[src/sv/srb_pkg.sv]
// Shared types, constants and the shift table of the shifted Rosenbrock evaluator.
`default_nettype none

package srb_pkg;

  localparam int unsigned TABLE_LEN   = 100;
  localparam int unsigned MAX_DIM_DEF = 100;
  localparam int unsigned IDX_W       = 7;
  localparam int unsigned X_W         = 16;
  localparam int unsigned Z_W         = 17;
  localparam int unsigned SUM_W       = 63;

  // z = floor(N / 800) - 51200 with N = 625*x - 2048*s + Z_OFS (always positive).
  localparam int unsigned Z_OFS       = 20480400;
  localparam int unsigned Z_BIAS      = 51200;
  // Reciprocal of 25 scaled by 2^27, exact for dividends below 2^22.
  localparam int unsigned RECIP25     = 5368710;

  // Shifts in hundredths.
  localparam logic signed [15:0] SHIFT_TAB [TABLE_LEN] = '{
    16'sd5234, -16'sd8534, -16'sd5021, 16'sd5620, 16'sd8955,
    16'sd1007, -16'sd6364, -16'sd7790, 16'sd6673, 16'sd6445,
    -16'sd9851, -16'sd5152, -16'sd4199, -16'sd1725, 16'sd4874,
    -16'sd4486, -16'sd8700, 16'sd4813, 16'sd3018, -16'sd5353,
    16'sd3049, 16'sd9269, 16'sd1046, 16'sd5201, 16'sd4530,
    -16'sd8743, 16'sd46, -16'sd7161, 16'sd2569, -16'sd4987,
    -16'sd7486, -16'sd804, -16'sd943, 16'sd378, 16'sd8261,
    -16'sd5776, 16'sd1160, -16'sd7107, 16'sd9942, -16'sd1139,
    16'sd7325, 16'sd8424, 16'sd2230, 16'sd4972, 16'sd486,
    -16'sd5332, 16'sd9837, -16'sd9625, 16'sd9665, 16'sd3724,
    16'sd7270, 16'sd9584, 16'sd2633, 16'sd6258, 16'sd1686,
    -16'sd8687, -16'sd9032, 16'sd2812, 16'sd2044, -16'sd652,
    16'sd9874, -16'sd6042, 16'sd448, 16'sd6453, 16'sd789,
    16'sd2154, -16'sd537, 16'sd3311, -16'sd1098, -16'sd3308,
    16'sd3487, 16'sd87, -16'sd93, 16'sd2294, 16'sd5597,
    16'sd200, 16'sd4327, -16'sd9482, -16'sd5226, -16'sd6553,
    16'sd3072, -16'sd5408, -16'sd7803, 16'sd4236, -16'sd8716,
    -16'sd8526, -16'sd777, 16'sd5121, 16'sd3854, 16'sd2773,
    16'sd331, 16'sd2261, 16'sd8726, 16'sd7041, -16'sd5751,
    -16'sd1936, 16'sd3378, -16'sd9223, -16'sd3592, -16'sd5391
  };

  function automatic logic signed [15:0] shift_of(input logic [IDX_W-1:0] idx);
    logic signed [15:0] s;
    s = 16'sd0;
    if (32'(idx) < TABLE_LEN) begin
      s = SHIFT_TAB[idx];
    end
    return s;
  endfunction

  typedef enum logic [3:0] {
    OP_NONE,
    OP_LOAD,
    OP_CALC_N,
    OP_MUL_Z,
    OP_SET_Z,
    OP_DSQ,
    OP_PART2,
    OP_ACC,
    OP_FINISH
  } op_e;

  typedef struct packed {
    op_e op;
  } cmd_t;

  typedef struct packed {
    logic full;
    logic first;
    logic last;
    logic out_blocked;
  } status_t;

endpackage

`default_nettype wire

[src/sv/srb_ctrl.sv]
// Sequencer that steps the datapath through the per-word evaluation.
`default_nettype none

module srb_ctrl
  import srb_pkg::*;
(
  input  wire logic    clk_i,
  input  wire logic    rst_ni,
  input  wire logic    in_valid_i,
  output logic         in_stall_o,
  input  wire status_t sts_i,
  output cmd_t         cmd_o
);

  typedef enum logic [2:0] {
    ST_IDLE,
    ST_CALC_N,
    ST_MUL_Z,
    ST_SET_Z,
    ST_DSQ,
    ST_PART2,
    ST_ACC,
    ST_FINISH
  } state_e;

  state_e state_q, state_d;

  assign in_stall_o = (state_q != ST_IDLE);

  always_comb begin
    state_d   = state_q;
    cmd_o.op  = OP_NONE;
    unique case (state_q)
      ST_IDLE: begin
        if (in_valid_i) begin
          cmd_o.op = OP_LOAD;
          // A word past MAX_DIM only marks the overrun.
          state_d  = sts_i.full ? ST_FINISH : ST_CALC_N;
        end
      end
      ST_CALC_N: begin
        cmd_o.op = OP_CALC_N;
        state_d  = ST_MUL_Z;
      end
      ST_MUL_Z: begin
        cmd_o.op = OP_MUL_Z;
        state_d  = ST_SET_Z;
      end
      ST_SET_Z: begin
        cmd_o.op = OP_SET_Z;
        if (sts_i.first) begin
          state_d = sts_i.last ? ST_FINISH : ST_IDLE;
        end else begin
          state_d = ST_DSQ;
        end
      end
      ST_DSQ: begin
        cmd_o.op = OP_DSQ;
        state_d  = ST_PART2;
      end
      ST_PART2: begin
        cmd_o.op = OP_PART2;
        state_d  = ST_ACC;
      end
      ST_ACC: begin
        cmd_o.op = OP_ACC;
        state_d  = sts_i.last ? ST_FINISH : ST_IDLE;
      end
      ST_FINISH: begin
        if (!sts_i.last) begin
          state_d = ST_IDLE;
        end else if (!sts_i.out_blocked) begin
          cmd_o.op = OP_FINISH;
          state_d  = ST_IDLE;
        end
      end
      default: begin
        state_d = ST_IDLE;
      end
    endcase
  end

  always_ff @(posedge clk_i or negedge rst_ni) begin
    if (!rst_ni) begin
      state_q <= ST_IDLE;
    end else begin
      state_q <= state_d;
    end
  end

endmodule

`default_nettype wire

[src/sv/srb_dp.sv]
// Datapath: shift mapping, one shared multiplier, saturating sum and result register.
`default_nettype none

module srb_dp
  import srb_pkg::*;
#(
  parameter int unsigned MAX_DIM = MAX_DIM_DEF
) (
  input  wire logic             clk_i,
  input  wire logic             rst_ni,
  input  wire cmd_t             cmd_i,
  output status_t               sts_o,
  input  wire logic [X_W-1:0]   x_code_i,
  input  wire logic             is_last_i,
  output logic                  out_valid_o,
  input  wire logic             out_stall_i,
  output logic [SUM_W-1:0]      objective_q8_o,
  output logic                  saturated_o,
  output logic                  too_long_o
);

  // Control state, cleared at reset; all but last_q and out_valid_q also clear at the end of each vector.
  logic [IDX_W-1:0]      idx_q;
  logic signed [Z_W-1:0] prev_q;
  logic [SUM_W-1:0]      sum_q;
  logic                  sat_q;
  logic                  ovr_q;
  logic                  last_q;
  logic                  out_valid_q;

  // Working registers.
  logic [X_W-1:0]        x_q;
  logic [26:0]           n_q;
  logic [63:0]           p_q;
  logic signed [Z_W-1:0] z_q;
  logic [46:0]           t1_q;
  logic [SUM_W-1:0]      obj_q;
  logic                  sat_out_q;
  logic                  ovr_out_q;

  logic signed [27:0]    ofs;
  logic [26:0]           n_d;
  logic signed [Z_W-1:0] z_d;
  logic [Z_W:0]          z_ext;
  logic signed [33:0]    d;
  logic [33:0]           d_abs;
  logic [Z_W-1:0]        prev_abs;
  logic signed [Z_W:0]   w;
  logic [Z_W:0]          w_abs;
  logic [31:0]           op_a;
  logic [31:0]           op_b;
  logic [63:0]           mul;
  logic [70:0]           prod100;
  logic [47:0]           term;
  logic [63:0]           sum_new;

  assign sts_o.full        = (idx_q == IDX_W'(MAX_DIM));
  assign sts_o.first       = (idx_q == '0);
  assign sts_o.last        = last_q;
  assign sts_o.out_blocked = out_valid_q && out_stall_i;

  // N = 625*x - 2048*s + offset, positive for every code and table entry.
  always_comb begin
    ofs = 28'(Z_OFS) - (28'(shift_of(idx_q)) <<< 11);
    n_d = 27'({x_q, 9'b0}) + 27'({x_q, 6'b0}) + 27'({x_q, 5'b0})
          + 27'({x_q, 4'b0}) + 27'(x_q) + ofs[26:0];
  end

  // The product holds floor(N/32) * recip25; its top bits give floor(N/800).
  always_comb begin
    z_ext = p_q[44:27] - (Z_W+1)'(Z_BIAS);
    z_d   = z_ext[Z_W-1:0];
  end

  always_comb begin
    d        = (34'(z_q) <<< 8) - $signed({2'b00, p_q[31:0]});
    d_abs    = d[33] ? 34'(-d) : 34'(d);
    prev_abs = prev_q[Z_W-1] ? Z_W'(-prev_q) : Z_W'(prev_q);
    w        = (Z_W+1)'(256) - (Z_W+1)'(prev_q);
    w_abs    = w[Z_W] ? (Z_W+1)'(-w) : (Z_W+1)'(w);
  end

  always_comb begin
    op_a = '0;
    op_b = '0;
    case (cmd_i.op)
      OP_MUL_Z: begin
        op_a = 32'(n_q[26:5]);
        op_b = 32'(RECIP25);
      end
      OP_SET_Z: begin
        op_a = 32'(prev_abs);
        op_b = 32'(prev_abs);
      end
      OP_DSQ: begin
        op_a = d_abs[31:0];
        op_b = d_abs[31:0];
      end
      OP_PART2: begin
        op_a = 32'(w_abs);
        op_b = 32'(w_abs);
      end
      default: begin
        op_a = '0;
        op_b = '0;
      end
    endcase
    mul = {32'b0, op_a} * {32'b0, op_b};
  end

  // 100 * d^2 by shifts; the Q8 value is the product without its low 24 bits.
  always_comb begin
    prod100 = (71'(p_q) << 6) + (71'(p_q) << 5) + (71'(p_q) << 2);
    term    = 48'(t1_q) + 48'(p_q[47:8]);
    sum_new = 64'(sum_q) + 64'(term);
  end

  always_ff @(posedge clk_i) begin
    unique case (cmd_i.op)
      OP_LOAD: begin
        x_q <= x_code_i;
      end
      OP_CALC_N: begin
        n_q <= n_d;
      end
      OP_MUL_Z, OP_SET_Z, OP_DSQ: begin
        p_q <= mul;
        if (cmd_i.op == OP_SET_Z) begin
          z_q <= z_d;
        end
      end
      OP_PART2: begin
        p_q  <= mul;
        t1_q <= prod100[70:24];
      end
      OP_FINISH: begin
        obj_q     <= sum_q;
        sat_out_q <= sat_q;
        ovr_out_q <= ovr_q;
      end
      default: begin
      end
    endcase
  end

  always_ff @(posedge clk_i or negedge rst_ni) begin
    if (!rst_ni) begin
      idx_q       <= '0;
      prev_q      <= '0;
      sum_q       <= '0;
      sat_q       <= 1'b0;
      ovr_q       <= 1'b0;
      last_q      <= 1'b0;
      out_valid_q <= 1'b0;
    end else begin
      if (cmd_i.op == OP_FINISH) begin
        out_valid_q <= 1'b1;
      end else if (out_valid_q && !out_stall_i) begin
        out_valid_q <= 1'b0;
      end
      unique case (cmd_i.op)
        OP_LOAD: begin
          last_q <= is_last_i;
          if (sts_o.full) begin
            ovr_q <= 1'b1;
          end
        end
        OP_SET_Z: begin
          if (sts_o.first) begin
            prev_q <= z_d;
            idx_q  <= idx_q + IDX_W'(1);
          end
        end
        OP_ACC: begin
          prev_q <= z_q;
          idx_q  <= idx_q + IDX_W'(1);
          if (sum_new[63]) begin
            sum_q <= '1;
            sat_q <= 1'b1;
          end else begin
            sum_q <= sum_new[SUM_W-1:0];
          end
        end
        OP_FINISH: begin
          idx_q       <= '0;
          prev_q      <= '0;
          sum_q       <= '0;
          sat_q       <= 1'b0;
          ovr_q       <= 1'b0;
        end
        default: begin
        end
      endcase
    end
  end

  assign out_valid_o    = out_valid_q;
  assign objective_q8_o = obj_q;
  assign saturated_o    = sat_out_q;
  assign too_long_o     = ovr_out_q;

endmodule

`default_nettype wire

[src/sv/shifted_rosenbrock_eval.sv]
// Shifted Rosenbrock evaluator: one vector element per word, one result per vector.
// The input stalls while an element is in work. The single shared 32x32 multiplier
// serves the shift division and three squares. After an element marked last, the sum
// enters the output register once no pending output word is stalled. An element past
// MAX_DIM only marks the overrun. Reset (asynchronous, active low) clears the sum, the
// flags and the element count and drops any pending output word.
`default_nettype none

module shifted_rosenbrock_eval
  import srb_pkg::*;
#(
  parameter int unsigned MAX_DIM = MAX_DIM_DEF
) (
  input  wire logic             clk_i,
  input  wire logic             rst_ni,
  input  wire logic             in_valid_i,
  output logic                  in_stall_o,
  input  wire logic [X_W-1:0]   x_code_i,
  input  wire logic             is_last_i,
  output logic                  out_valid_o,
  input  wire logic             out_stall_i,
  output logic [SUM_W-1:0]      objective_q8_o,
  output logic                  saturated_o,
  output logic                  too_long_o
);

  cmd_t    cmd;
  status_t sts;

  srb_ctrl u_ctrl (
    .clk_i      (clk_i),
    .rst_ni     (rst_ni),
    .in_valid_i (in_valid_i),
    .in_stall_o (in_stall_o),
    .sts_i      (sts),
    .cmd_o      (cmd)
  );

  srb_dp #(
    .MAX_DIM (MAX_DIM)
  ) u_dp (
    .clk_i          (clk_i),
    .rst_ni         (rst_ni),
    .cmd_i          (cmd),
    .sts_o          (sts),
    .x_code_i       (x_code_i),
    .is_last_i      (is_last_i),
    .out_valid_o    (out_valid_o),
    .out_stall_i    (out_stall_i),
    .objective_q8_o (objective_q8_o),
    .saturated_o    (saturated_o),
    .too_long_o     (too_long_o)
  );

endmodule

`default_nettype wire

[config.mk]
export PLATFORM = sky130hd
export DESIGN_NAME = shifted_rosenbrock_eval
export DESIGN_NICKNAME = d
export VERILOG_FILES = /design/src/sv/srb_pkg.sv /design/src/sv/srb_ctrl.sv /design/src/sv/srb_dp.sv /design/src/sv/shifted_rosenbrock_eval.sv
export SDC_FILE = /design/constraint.sdc
export NUM_CORES = 2
export LEC_CHECK = 0
export ABC_AREA = 1
export BUFFER_PORTS_ARGS = -buffer_cell sky130_fd_sc_hd__buf_2
export CORE_MARGIN = 8
export CORE_UTILIZATION = 28
export DETAILED_ROUTE_END_ITERATION = 8
export GPL_ROUTABILITY_DRIVEN = 0
export HOLD_SLACK_MARGIN = 0.1
export PLACE_DENSITY_LB_ADDON = 0.25
export SETUP_SLACK_MARGIN = 0.05
export SLEW_MARGIN = 30
export SYNTH_ARGS = -nofsm -noshare
export SYNTH_HDL_FRONTEND = slang
export SYNTH_SLANG_ARGS = --single-unit
[constraint.sdc]
create_clock -name clk_i -period 15.02 [get_ports clk_i]
set_input_delay 2.253 -clock clk_i [delete_from_list [all_inputs] [get_ports clk_i]]
set_output_delay 2.253 -clock clk_i [all_outputs]
set_load 0.05 [all_outputs]
==> impl_metrics.csv <==
group,metric,value,unit
timing,fin_crit,12.17,ns
global_routing,antenna_found_initial,2,
job,cap_violations,0,
logic_synthesis,syn_inst,8011,
die,die-area,243000,sq um
setup_path,endpoint_kind,"flip-flop",
drt,vias,53976,
timing,fin_setup_tns,0,ns
setup_path,critPathLaunchType,"input port",
logic_synthesis,ys_seq_elements,325,
clocking,cts.sinks,325,
timing,fin_crit_sh,81.0,%
logic_synthesis,yosysWarnings,0,
place,dp_hpwl,189000,microns
global_routing,grt_overflow,0,
logic_synthesis,synth_common_cells,"1887 x inv_1, 1570 x nand2_1, 1015 x fa_1",
setup_path,slowest_stage,"nor4_1",
logic_synthesis,yosys.area.top_type_share,31.9,%
logic_synthesis,syn_avg_cell_area,7.95,sq um
drt,routed_via_density,4.87,
setup_path,worstSetupPathType,"input port to flip-flop",
die,initial_core_util,28.1,%
drt,wl_per_cell,20.9,microns
min_path,min-delay-path-class,"flip-flop to flip-flop",
timing,final-hold-violation-count,0,
status,status,"complete, no violations",
finish,area_delta_synth_final,8.30,%
logic_synthesis,yosysSeqAreaShare,14.6,%
setup_path,crit_buf_inv,10,
setup_path,critPathMaxFanout,27,
clocking,numCtsBuffers,39,
clocking,cts_tree,"done",
logic_synthesis,synthArstFlopShare,28.9,%
global_routing,grt_pass1_vias,54861,
clocking,holdBufCountCts,0,
setup_path,worstPathArrival,12.47,ns
timing,finalMaxSlewViolations,0,
clocking,cts_setup_buffers,0,
logic_synthesis,synth_most_common_cell,"inv_1",
die,row_count,175,
logic_synthesis,synthFlopType,"edfxtp_1",
timing,worst_slew_pin_slew,1.08,ns
die,die_w,493,microns
finish,drive_above_1_share,6.07,%
setup_path,crit_family,"adder cells",
drt,routed_wl,232000,microns
logic_synthesis,synth_nets,9565,
die,core,227000,sq um
finish,layout.nets,9585,
logic_synthesis,synthTopCellsByArea,"fa_1 32%, inv_1 11%, edfxtp_1 11%",
clocking,cts-root-buf,"clkbuf_16",
drt,firstDrtPassIters,8,
place,io_buffers,87,
timing,clock.fmax,0.0822,GHz
clocking,clk_pin_slew,0.06,ns
clocking,ctsResizeCount,0,
die,ios,88,
logic_synthesis,synth-edff-count,231,
drt,route.detailed.drc,0,
timing,slew_headroom,28.0,%
logic_synthesis,synth.distinct_cells,73,
finish,n_fill_cell,24469,
timing,rsz0062_at_grt,"no",
drt,drtIter0Drc,5093,
timing,setup_viol,0,
setup_path,cp_common_cell,"fa_1",
die,die_h,493,microns
setup_path,cpPeakStageDelay,0.65,ns
timing,fin_skew,0.0466,ns
logic_synthesis,syn_area,63700,sq um
global_routing,grt_max_degree,66,
logic_synthesis,synth_largest_area_cell,"fa_1",
setup_path,cp.required,15.32,ns
clocking,clock_path_buffers,3,
clocking,clkLatencyLatePin,0.61,ns
clocking,htree_levels,2,
global_routing,grt_pass1_wl,349000,microns
drt,detail-route-antenna-nets,0,
global_routing,globalRouteTotalUtil,18.6,%
[cells in the final DEF, fill, tap and decap left out, drive strengths merged, types with 22 or more instances in the layout]
master and n:
ha 518, inv 1988, buf 166, clkbuf 45, a21o 24, fa 1015
o21bai 22, nor2 792, nor4 24, a31oi 66, o211ai 43, nand3 271
nor3 55, o21ai 314, edfxtp 231, xor2 109, nand2 1597, a21oi 404
nand4 40, dfrtp 94, xnor2 60
[metal layers]
layer,GRT usage (%),vias to the layer above,wire length [microns]
li1,-,24575,-
met1,27.3,26931,107000
met2,29.1,2126,101000
met3,2.18,344,16700
met4,4.70,0,7240
met5,0,-,0
[path summary, 6_finish.rpt]
path,cells after the start,to,slack (ns),from
worst min register to register,0,u_dp.saturated_o,0.45,u_dp.sat_q
worst min-delay path,0,u_dp.saturated_o,0.45,u_dp.sat_q
min in group asynchronous,1,u_ctrl.state_q[2],1.60,rst_ni
max in group asynchronous,2,u_dp.sum_q[6],12.42,rst_ni
worst max-delay path,36,u_dp.p_q[58],2.85,out_stall_i
worst max register to register,44,u_dp.p_q[58],2.98,u_dp.p_q[21]
[cell type report]
class	count	area [sq um]	share of cell area, %
clock inverters	26	334	0.485
multi-input cells	5513	46000	66.7
inverters	1986	7460	10.8
diodes	3	7.51	0.0109
repair buffers	166	1050	1.52
clock buffers	45	1050	1.52
flip-flops and latches	325	9290	13.5
well taps	3009	3760	5.46
[sequential cells by signal (all words and copies together) (netlist names), 3 cells and up]
name,cells
u_dp.p_q,64
u_dp.z_q,17
u_dp.prev_q,17
u_dp.idx_q,7
u_dp.t1_q,47
u_dp.sum_q,63
u_ctrl.state_q,3
u_dp.x_q,16
u_dp.n_q,22
u_dp.objective_q8_o,63
[worst register-to-register path: cells and delay by family (launching register included)]
family / cells / cell delay [ns]
AO/OA/AOI/OAI: 1 / 0.16
XOR/XNOR: 1 / 0.12
adder cells (fa/ha/maj): 10 / 4.88
buffers and inverters: 11 / 1.71
flip-flops: 1 / 0.78
AND/OR/NAND/NOR: 21 / 4.11
[cells by family (layout without fill, tap and decap cells)]
group | Yosys count | in the layout | synth area share [%]
AND/OR/NAND/NOR | 2819 | 2819 | 18.7
buffers and inverters | 2173 | 2223 | 13.3
adder cells (fa/ha/maj) | 1533 | 1533 | 42.1
AO/OA/AOI/OAI | 992 | 992 | 8.93
flip-flops | 325 | 325 | 14.6
XOR/XNOR | 169 | 169 | 2.34
other | 0 | 3 | 0
[per-stage QoR]
stage	hold WS (ns)	instance area (sq um)	instances	setup WS (ns)	util [%]
floorplan	0.425	63700	8011	4.88	-
global placement	0.437	67500	10998	2.38	29.8
detailed placement	0.450	67500	10998	2.56	29.8
CTS	0.453	68900	11069	3.12	30.4
global route	0.472	68900	11070	2.57	30.4
finish	0.452	68900	11073	2.85	30.4
Power is left out: the tool's default activity adds up to more than one toggle a clock period on the data nets, which glitch-free logic cannot reach.
